===== src/rtl/core/kvt_pkg.sv =====
package kvt_pkg;

	localparam int ACTION_W  = 3;
	localparam int INDEX_W   = 4;
	localparam int COUNT_W   = 5;
	localparam int CAP_W     = 5;
	localparam logic [CAP_W-1:0] CAP_RESET = 5'd16;

	// request actions
	localparam logic [ACTION_W-1:0] ACT_INSERT = 3'd0;
	localparam logic [ACTION_W-1:0] ACT_UPDATE = 3'd1;
	localparam logic [ACTION_W-1:0] ACT_UPSERT = 3'd2;
	localparam logic [ACTION_W-1:0] ACT_ERASE  = 3'd3;
	localparam logic [ACTION_W-1:0] ACT_LOOKUP = 3'd4;
	localparam logic [ACTION_W-1:0] ACT_READ   = 3'd5;

	typedef enum logic [2:0] {
		ST_IDLE,
		ST_SCAN,
		ST_SHIFT,
		ST_RDIDX,
		ST_RDWAIT,
		ST_DONE
	} kvt_state_t;

endpackage


===== src/rtl/core/kvt_store.sv =====
module kvt_store #(
	parameter int ENTRIES    = 16,
	parameter int KEY_BITS   = 32,
	parameter int VALUE_BITS = 32,
	parameter int AW         = 4
) (
	input  logic                  clk,
	input  logic                  rd_en,
	input  logic [AW-1:0]         rd_addr,
	output logic [KEY_BITS-1:0]   rd_key,
	output logic [VALUE_BITS-1:0] rd_value,
	input  logic                  wr_en,
	input  logic [AW-1:0]         wr_addr,
	input  logic [KEY_BITS-1:0]   wr_key,
	input  logic [VALUE_BITS-1:0] wr_value
);

	localparam int PW = KEY_BITS + VALUE_BITS;

	logic [PW-1:0] mem_q [ENTRIES];
	logic [PW-1:0] rd_data_q;

	// write one pair
	always_ff @(posedge clk) begin
		if (wr_en) begin
			mem_q[wr_addr] <= {wr_key, wr_value};
		end
	end

	// registered read
	always_ff @(posedge clk) begin
		if (rd_en) begin
			rd_data_q <= mem_q[rd_addr];
		end
	end

	assign rd_key   = rd_data_q[PW-1:VALUE_BITS];
	assign rd_value = rd_data_q[VALUE_BITS-1:0];

endmodule


===== src/rtl/core/kvt_seq.sv =====
module kvt_seq #(
	parameter int ENTRIES    = 16,
	parameter int KEY_BITS   = 32,
	parameter int VALUE_BITS = 32,
	parameter int AW         = 4,
	parameter int CW         = 5
) (
	input  logic                          clk,
	input  logic                          arst_n,
	input  logic                          start,
	input  logic [kvt_pkg::ACTION_W-1:0]  action,
	input  logic [KEY_BITS-1:0]           key,
	input  logic [VALUE_BITS-1:0]         value,
	input  logic [kvt_pkg::INDEX_W-1:0]   index,
	input  logic [kvt_pkg::CAP_W-1:0]     capacity,
	output logic                          busy,
	output logic                          done,
	output logic                          ok,
	output logic [KEY_BITS-1:0]           found_key,
	output logic [VALUE_BITS-1:0]         found_value,
	output logic [CW-1:0]                 count,
	output logic                          rd_en,
	output logic [AW-1:0]                 rd_addr,
	input  logic [KEY_BITS-1:0]           rd_key,
	input  logic [VALUE_BITS-1:0]         rd_value,
	output logic                          wr_en,
	output logic [AW-1:0]                 wr_addr,
	output logic [KEY_BITS-1:0]           wr_key,
	output logic [VALUE_BITS-1:0]         wr_value
);

	import kvt_pkg::*;

	localparam int LW = (CW > COUNT_W) ? CW : COUNT_W;

	kvt_state_t state_q, state_d;
	logic [ACTION_W-1:0]   act_q;
	logic [KEY_BITS-1:0]   key_q;
	logic [VALUE_BITS-1:0] val_q;
	logic [INDEX_W-1:0]    idx_q;
	logic [CW-1:0]         ptr_q, ptr_d;
	logic                  pend_q, pend_d;
	logic [AW-1:0]         pend_addr_q, pend_addr_d;
	logic [CW-1:0]         count_q, count_d;
	logic                  ok_q, ok_d;
	logic [KEY_BITS-1:0]   fk_q, fk_d;
	logic [VALUE_BITS-1:0] fv_q, fv_d;
	logic                  hit;
	logic                  full;
	logic [LW-1:0]         idx_ext;
	logic                  accept;

	assign accept  = start && (state_q == ST_IDLE);
	assign hit     = pend_q && (rd_key == key_q);
	assign full    = (count_q >= CW'(ENTRIES)) || (LW'(count_q) >= LW'(capacity));
	assign idx_ext = LW'(idx_q);

	// state and control registers
	always_ff @(posedge clk or negedge arst_n) begin
		if (!arst_n) begin
			state_q <= ST_IDLE;
			count_q <= '0;
			pend_q  <= 1'b0;
		end else begin
			state_q <= state_d;
			count_q <= count_d;
			pend_q  <= pend_d;
		end
	end

	// request and result registers
	always_ff @(posedge clk) begin
		if (accept) begin
			act_q <= action;
			key_q <= key;
			val_q <= value;
			idx_q <= index;
		end
		ptr_q       <= ptr_d;
		pend_addr_q <= pend_addr_d;
		ok_q        <= ok_d;
		fk_q        <= fk_d;
		fv_q        <= fv_d;
	end

	// next state, memory control and result
	always_comb begin
		state_d     = state_q;
		ptr_d       = ptr_q;
		pend_d      = 1'b0;
		pend_addr_d = pend_addr_q;
		count_d     = count_q;
		ok_d        = ok_q;
		fk_d        = fk_q;
		fv_d        = fv_q;
		rd_en       = 1'b0;
		rd_addr     = ptr_q[AW-1:0];
		wr_en       = 1'b0;
		wr_addr     = pend_addr_q;
		wr_key      = key_q;
		wr_value    = val_q;

		unique case (state_q)
			ST_IDLE: begin
				if (start) begin
					ok_d  = 1'b0;
					fk_d  = '0;
					fv_d  = '0;
					ptr_d = '0;
					case (action) inside
						ACT_INSERT, ACT_UPDATE, ACT_UPSERT, ACT_ERASE, ACT_LOOKUP:
							state_d = ST_SCAN;
						ACT_READ: state_d = ST_RDIDX;
						default:  state_d = ST_DONE;
					endcase
				end
			end

			ST_SCAN: begin
				if (hit) begin
					// key present at pend_addr_q
					state_d = ST_DONE;
					case (act_q) inside
						ACT_UPDATE, ACT_UPSERT: begin
							wr_en = 1'b1;
							ok_d  = 1'b1;
						end
						ACT_ERASE: begin
							ok_d    = 1'b1;
							ptr_d   = CW'(pend_addr_q) + CW'(1);
							state_d = ST_SHIFT;
						end
						ACT_LOOKUP: begin
							ok_d = 1'b1;
							fv_d = rd_value;
						end
						default: ;
					endcase
				end else if (ptr_q < count_q) begin
					// advance the search one entry
					rd_en       = 1'b1;
					pend_d      = 1'b1;
					pend_addr_d = ptr_q[AW-1:0];
					ptr_d       = ptr_q + CW'(1);
				end else if (!pend_q) begin
					// key absent
					state_d = ST_DONE;
					case (act_q) inside
						ACT_INSERT, ACT_UPSERT: begin
							if (!full) begin
								wr_en   = 1'b1;
								wr_addr = count_q[AW-1:0];
								count_d = count_q + CW'(1);
								ok_d    = 1'b1;
							end
						end
						default: ;
					endcase
				end
			end

			ST_SHIFT: begin
				// move the pair read last cycle down one place
				if (pend_q) begin
					wr_en    = 1'b1;
					wr_addr  = pend_addr_q - AW'(1);
					wr_key   = rd_key;
					wr_value = rd_value;
				end
				if (ptr_q < count_q) begin
					rd_en       = 1'b1;
					pend_d      = 1'b1;
					pend_addr_d = ptr_q[AW-1:0];
					ptr_d       = ptr_q + CW'(1);
				end else if (!pend_q) begin
					count_d = count_q - CW'(1);
					state_d = ST_DONE;
				end
			end

			ST_RDIDX: begin
				if (idx_ext < LW'(count_q)) begin
					rd_en   = 1'b1;
					rd_addr = idx_ext[AW-1:0];
					state_d = ST_RDWAIT;
				end else begin
					state_d = ST_DONE;
				end
			end

			ST_RDWAIT: begin
				ok_d    = 1'b1;
				fk_d    = rd_key;
				fv_d    = rd_value;
				state_d = ST_DONE;
			end

			ST_DONE: begin
				state_d = ST_IDLE;
			end

			default: begin
				state_d = ST_IDLE;
			end
		endcase
	end

	assign busy        = (state_q != ST_IDLE);
	assign done        = (state_q == ST_DONE);
	assign ok          = ok_q;
	assign found_key   = fk_q;
	assign found_value = fv_q;
	assign count       = count_q;

endmodule


===== src/rtl/core/key_value_table_unit.sv =====
// Fixed-capacity key/value table, pairs kept in insertion order. A request
// is taken when start is high and busy is low; its one result appears on
// ok, found_key, found_value and entry_count for exactly one cycle with done
// high, and the receiver cannot stall it. Every keyed action searches the
// held pairs one per cycle through a single read port of the pair memory,
// stopping at the key or, when the key is absent, after the last pair;
// erase then moves each later pair down one place per cycle. Read at
// index reads the pair at that index; an index at or past the entry count
// and an unused action end the request without a read. The user must see
// that capacity is written through cfg_write/cfg_data only while the
// block is idle; the block itself does not enforce it.
module key_value_table_unit #(
	parameter int ENTRIES    = 16,
	parameter int KEY_BITS   = 32,
	parameter int VALUE_BITS = 32
) (
	input  logic                          clk,
	input  logic                          arst_n,
	input  logic                          cfg_write,
	input  logic [kvt_pkg::CAP_W-1:0]     cfg_data,
	input  logic                          start,
	output logic                          busy,
	input  logic [kvt_pkg::ACTION_W-1:0]  action,
	input  logic [KEY_BITS-1:0]           key,
	input  logic [VALUE_BITS-1:0]         value,
	input  logic [kvt_pkg::INDEX_W-1:0]   index,
	output logic                          done,
	output logic                          ok,
	output logic [KEY_BITS-1:0]           found_key,
	output logic [VALUE_BITS-1:0]         found_value,
	output logic [kvt_pkg::COUNT_W-1:0]   entry_count
);

	import kvt_pkg::*;

	localparam int AW = (ENTRIES > 1) ? $clog2(ENTRIES) : 1;
	localparam int CW = $clog2(ENTRIES + 1);

	logic [CAP_W-1:0]      cap_q;
	logic [CW-1:0]         count;
	logic                  rd_en;
	logic [AW-1:0]         rd_addr;
	logic [KEY_BITS-1:0]   rd_key;
	logic [VALUE_BITS-1:0] rd_value;
	logic                  wr_en;
	logic [AW-1:0]         wr_addr;
	logic [KEY_BITS-1:0]   wr_key;
	logic [VALUE_BITS-1:0] wr_value;

	// capacity register
	always_ff @(posedge clk or negedge arst_n) begin
		if (!arst_n) begin
			cap_q <= CAP_RESET;
		end else if (cfg_write) begin
			cap_q <= cfg_data;
		end
	end

	kvt_seq #(
		.ENTRIES    (ENTRIES),
		.KEY_BITS   (KEY_BITS),
		.VALUE_BITS (VALUE_BITS),
		.AW         (AW),
		.CW         (CW)
	) u_seq (
		.clk         (clk),
		.arst_n      (arst_n),
		.start       (start),
		.action      (action),
		.key         (key),
		.value       (value),
		.index       (index),
		.capacity    (cap_q),
		.busy        (busy),
		.done        (done),
		.ok          (ok),
		.found_key   (found_key),
		.found_value (found_value),
		.count       (count),
		.rd_en       (rd_en),
		.rd_addr     (rd_addr),
		.rd_key      (rd_key),
		.rd_value    (rd_value),
		.wr_en       (wr_en),
		.wr_addr     (wr_addr),
		.wr_key      (wr_key),
		.wr_value    (wr_value)
	);

	kvt_store #(
		.ENTRIES    (ENTRIES),
		.KEY_BITS   (KEY_BITS),
		.VALUE_BITS (VALUE_BITS),
		.AW         (AW)
	) u_store (
		.clk      (clk),
		.rd_en    (rd_en),
		.rd_addr  (rd_addr),
		.rd_key   (rd_key),
		.rd_value (rd_value),
		.wr_en    (wr_en),
		.wr_addr  (wr_addr),
		.wr_key   (wr_key),
		.wr_value (wr_value)
	);

	assign entry_count = COUNT_W'(count);

endmodule

===== config.mk =====
export PLATFORM = sky130hd
export DESIGN_NAME = key_value_table_unit
export DESIGN_NICKNAME = d
export VERILOG_FILES = /design/src/rtl/core/kvt_pkg.sv /design/src/rtl/core/kvt_store.sv /design/src/rtl/core/kvt_seq.sv /design/src/rtl/core/key_value_table_unit.sv
export SDC_FILE = /design/constraint.sdc
export NUM_CORES = 2
export LEC_CHECK = 0
export ABC_CLOCK_PERIOD_IN_PS = 10700
export BUFFER_PORTS_ARGS = -buffer_cell sky130_fd_sc_hd__buf_2
export CAP_MARGIN = 15
export CORE_MARGIN = 2
export CORE_UTILIZATION = 30
export DETAILED_ROUTE_END_ITERATION = 8
export PLACE_DENSITY = 0.56
export SKIP_CTS_REPAIR_TIMING = 1
export SYNTH_ARGS = -nofsm -noshare
export SYNTH_HDL_FRONTEND = slang
export SYNTH_SLANG_ARGS = --single-unit

===== constraint.sdc =====
create_clock -name clk -period 10.7 [get_ports clk]
set_clock_uncertainty 0.05 [all_clocks]
set_input_delay 2.14 -clock clk [delete_from_list [all_inputs] [get_ports clk]]
set_output_delay 2.14 -clock clk [all_outputs]
set_load 0.1 [all_outputs]

Word level (Yosys, flattened, before mapping)
Memories as Yosys holds them, arrays and structs flattened. A register that Yosys moved wholly into a read port is not among the register bits.
Cells that the tools add are included.
Operators by class
  $mul: 0
  shift operators: 0
  $lt $le $gt $ge: 4
  equality and inequality tests: 34
  muxes and demuxes: 72
  reduce and logical (&&, ||, !) cells: 20
  add/subtract/negate cells: 5
  bitwise gates (word level): 0
  divide/modulo/power cells: 0
Operators with widths (number)
  $mux 32: 9
  $pmux 32 s3: 1
  $pmux 32 s2: 1
  $mux 5: 12
  $mux 4: 10
  $eq 32x32->1: 1
  $mux 3: 8
  $mux 1: 22
  $eq 3x2->1 const B: 6
  $ne 2x2->1 const B: 9
  $pmux 4 s2: 2
  $eq 3x3->1 const B: 5
  $pmux 3 s5: 1
  $pmux 5 s3: 1
  $add 5x1->5 const B: 2
  $pmux 5 s2: 1
  $eq 3x1->1 const B: 3
  $logic_not 3->1: 3
  $ne 3x3->1 const B: 3
  $reduce_bool 3->1: 3
  $reduce_and 8->1: 1
  $reduce_and 7->1: 1
  $ne 2x1->1 const B: 3
  $ne 3x2->1 const B: 2
  19 further kinds: 25
Word-level totals
  output and inout bits: 72
  memories: 1
  latch bits: 0
  bits in writable memories: 1024
  register bits after elaboration: 159
  memory bits (read-only): 0
  word-level logic and storage cells: 149
  bits of input ports: 80
Memory list
  u_store.mem_q: depth 16, width 64, read ports 1, clocked after memory_dff 1, write ports 1, RTL line kvt_store.sv:20  | logic [PW-1:0] mem_q [ENTRIES];

Longest topological paths before layout
  depth after elaboration: 10
  gate-level depth with buffers: 11
  gate-level depth less buffers: 9

By module
Synthesis repeated with hierarchy kept, for this count alone.
Unflattened totals
  cells, all modules: 2315
  area, all modules: 47884.7 µm²
By module, submodules not included
  kvt_store: instances 1, seq. area each 32671.3 µm², area each 40223.6 µm², cells each 1647
  kvt_seq: instances 1, seq. area each 4579.4 µm², area each 7478.4 µm², cells each 658
  key_value_table_unit: instances 1, seq. area each 126.4 µm², area each 182.7 µm², cells each 10

Least setup slack after synthesis
Ideal clock, no wire load.
  kind: input to register
  start point: input port start
  end point: register u_seq.fk_q[0] (netlist: u_seq.found_key[0]), enable pin
  stages: 3
  setup slack: 4.287 ns
  path buffers: 0
  arrival time: 5.988 ns
  data required time: 10.275 ns
  library setup time: 0.375 ns
  path through: inv_1 > nor2_1 > or2_2
On the way
  cells in the longest elaborated chain, start to end: 2
RTL lines
  start, declared: RTL line key_value_table_unit.sv:21  | input logic start,
  $ne 2x2->1 (no source line)
  $reduce_and 2->1 (no source line)
  end signal, assigned: RTL line kvt_seq.sv:82  | fk_q <= fk_d;
  end, declared: RTL line kvt_seq.sv:46  | logic [KEY_BITS-1:0] fk_q, fk_d;
Every way passes these cells.
A chain may end at the register's enable or synchronous reset.

Final worst setup path
  start point: register u_seq.state_q[1]
  end point: memory u_store.mem_q[11][4] (netlist bit), enable pin
On the way
  cells in the longest elaborated chain, start to end: 4
  elaborated cells between the ends (all ways): 6
  classes of those cells: eq/ne (2); mux (4)
RTL lines
  start, declared: RTL line kvt_seq.sv:36  | kvt_state_t state_q, state_d;
  start signal, assigned: RTL line kvt_seq.sv:65  | state_q <= state_d;
  $eq 3x2->1 / $eq 3x1->1 (equally long branches): RTL line kvt_seq.sv:103  | unique case (state_q)
  $pmux 1 s2: RTL line kvt_seq.sv:103
  $mux 1: RTL line kvt_store.sv:25  | if (wr_en) begin
  $mux 1 (not written as such): RTL line kvt_store.sv:26  | mem_q[wr_addr] <= {wr_key, wr_value};
  end, declared: RTL line kvt_store.sv:20
Several ways; a longest one is shown, not always the timed one.

==> summary.md <==
| Metric | Value |
|---|---|
| Clk Latency, worst-skew pair | 0.75 ns |
| Per-cell routed wire length | 25.2 um |
| Post-synthesis mux area share | 13.8% |
| FF+latch count, synth | 1,247 |
| Area of the multi-input gates | 10,000 sq um |
| CP Launch Point | u_seq.state_q[1] |
| Total Neg Setup Slack | 0 ns |
| DRC errors left | 0 |
| CP required | 11.03 ns |
| Top cell type's share of synthesized area | 77.5% |
| GPL Wtd Cong | 0.801 |
| I/O Buffers | 151 |
| Die Area | 163,000 sq um |
| Yosys top cell by area | edfxtp_1 |
| Min-delay worst type | register to register |
| Netlist cell types | 56 |
| Synth Area in Simple Gates | 2.62% |
| Htree depth | 4 |
| Root buffer cell | clkbuf_16 |
| GRT overflow | 0 |
| Starting Density | 30.2% |
| Largest family of logic cells by synthesized area | multiplexers |
| Tot Pwr | 15.4 mW |
| Crit path launch type | register |
| Layout area overhead | 15.4% |
| Synth Area in Compound Gates | 2.83% |
| Antenna violations before repair | 7 |
| Die height | 403 um |
| Yosys warnings | 0 |
| Vias per Instance | 4.95 |
| First-pass GRT wire length | 169,000 um |
| Max rail drop VDD | 0.000289 V |
| Nets | 2,514 |
| Hpwl dp | 65,300 um |
| Top_reg_cell synth | edfxtp_1 |
| Worst-Margin Slew | 1.19 ns |
| Number of global-route vias before repair | 24,200 |
| Max Cap Viol | 0 |
| Drt first pass iters | 7 |
| Number of routed nets with antenna violations | 0 |
| Post-Syn Area | 47,800 sq um |
| Rows | 146 |
| Slew HR | 20.6% |
| Routed WL | 116,000 um |
| Core region area | 158,000 sq um |
| Total CTS buffers | 131 |
| FF+latch area | 37,400 sq um |
| Chip Width | 403 um |
| I/O pin total | 152 |
| Number of synthesized flops with an enable pin | 1,233 |
| Fillers | 14,500 |
| Post-Synth XOR/XNOR Area | 0.825% |
| Arr. time, crit path | 5.81 ns |
| Synthesized area per cell | 21.8 sq um |
| R2r startpoint | u_seq.state_q[1] |
| HP Start | cap_q[4] |
| Status | completed |
| RSZ-0062 raised after global routing | false |
| Final Critical Period | 5.48 ns |
| Clock slew at reported path FFs | 0.05 ns |
| Final Hold Fails | 0 |
| Critical Path Fanout Max | 50 |
| Sequential share of the synthesized area | 78.2% |
| Synth top area cells | edfxtp_1 77%, mux4_2 12%, a22oi_1 2.0%, mux2_2 1.6%, nand2_1 0.71% |
| Worst-case clock buffer depth | 3 |
| Fin. max-slew vios | 0 |
| Initial DRC count | 2,040 |
| Crit. End Element | register |
| Share of layout cells above drive strength 1 | 28.7% |
| Routed vias | 22,800 |
| Crit path kind | register to register |
| Leak | 17.5 nW |
| Synthesized Nets | 2,296 |
| Fraction of registers with async set or reset after synthesis | 1.12% |
| Num Clock Sinks | 1,247 |
| Gr usage total | 14.1% |
| Power per cell area | 280 nW/um^2 |
| Cells after Synth | 2,197 |
| Final period util | 51.2% |
| Largest net degree at the start of global routing | 110 |
| Fmax | 182 MHz |
| Synth Area in Adders | 0.513% |
| Final setup vio count | 0 |
| Util after Layout | 34.8% |
| CTS tree | done |
## power by group
part           switching, mW  internal (mW)
registers              0.216           6.12
logic                   3.28           1.52
clock network           1.89           2.40
total                   5.39           10.0
## worst max-delay path, cell delays in order, from the launching register on
cell and delay [ns]:
dfrtp_1 0.51, or3b_2 0.30, clkinv_1 0.30, nand2_4 0.42
buf_4 0.81, nand2_1 0.14, a31oi_1 0.20, a211oi_1 0.12
or2_2 0.44, nor2_4 0.68, buf_4 0.53, buf_4 0.53
## cell usage in the layout (no fill, tap or decap), drive strengths merged, types with 3 or more instances in the layout
cell	instances
edfxtp	1233
mux4	256
buf	187
clkbuf	160
a22oi	128
nand2	90
mux2	68
clkinv	62
nor2b	35
nor2	34
and3	33
xor2	30
inv	28
ha	18
o21ai	16
xnor2	15
nor4	14
dfrtp	13
a21oi	12
nand3	11
a31oi	8
nand4	7
nor3	6
bufinv	5
or2	5
nand2b	4
a21o	4
and2	4
mux2i	4
a211oi	3
clkinvlp	3
## cell families (layout without fill, tap and decap cells)
kind of cell / after synthesis / in the layout
multiplexers: 328 / 328
AO/OA/AOI/OAI: 187 / 187
other: 0 / 2
buffers and inverters: 120 / 445
AND/OR/NAND/NOR: 251 / 251
XOR/XNOR: 45 / 45
adder cells (fa/ha/maj): 19 / 19
flip-flops: 1247 / 1247
## worst paths after layout
check | endpoint | slack (ns) | cells past startpoint
setup / recovery | u_store.mem_q[11][4] | 5.22 | 11
hold / removal | cap_q[4] | 0.51 | 2
setup reg to reg | u_store.mem_q[11][4] | 5.22 | 11
hold reg to reg | cap_q[4] | 0.51 | 2
max in group asynchronous | cap_q[4] | 9.04 | 1
min in group asynchronous | u_seq.pend_q | 1.25 | 1
## final cells by class
cell class / count / area share [%]
Timing Repair Buffer: 187 / 1.88
Clock inverter: 80 / 1.19
Clock buffer: 160 / 6.14
Sequential cell: 1247 / 67.8
Multi-Input combinational cell: 830 / 18.2
Antenna cell: 2 / 0.00907
Tap cell: 2072 / 4.70
Inverter: 18 / 0.123
## cells in the mapped netlist (all sizes together) (2+ instances only)
master  count
buf        28
nor2b      35
nor3        6
o22ai       2
a31oi       8
nor2       34
mux2       68
and2        4
o21ai      16
inv        17
a21o        4
and3       33
a211oi      3
clkbuf     74
nand2      90
a221o       2
nand4       7
or2         5
a311oi      2
dfrtp      13
mux2i       4
ha         18
edfxtp   1233
mux4      256
or3         2
a22oi     128
nor4       14
nand2b      4
xnor2      15
o21a        2
xor2       30
nand3      11
a21oi      12
## flip-flops by register name, indices dropped and copies added (netlist names)
register / count
u_store.mem_q: 1024
u_store.rd_data_q: 64
u_seq.found_key: 32
u_seq.found_value: 32
u_seq.key_q: 32
u_seq.val_q: 32
cap_q: 5
u_seq.count: 5
u_seq.ptr_q: 5
u_seq.idx_q: 4
u_seq.pend_addr_q: 4
u_seq.act_q: 3
u_seq.state_q: 3
u_seq.ok: 1
u_seq.pend_q: 1
## layer usage
metal / vias to the layer above / global-route usage (%) / part of all wire [%]
li1: 9652 / - / -
met2: 763 / 23.7 / 49
met4: 8 / 4.22 / 2.2
met5: - / 0 / 0.046
met3: 175 / 3.12 / 6.5
met1: 12200 / 18.4 / 42
## stage by stage
stage	hold WS (ns)	setup slack, ns	cell area, sq um	instances
after floorplan	0.428	4.29	47800	2197
after global placement	0.462	5.25	51100	4354
after detailed placement	0.499	5.15	51100	4354
after CTS	0.511	5.14	55100	4594
after global routing	0.546	4.94	55200	4595
final	0.510	5.22	55200	4596
Note: power is estimated with default switching activity, not from simulation.
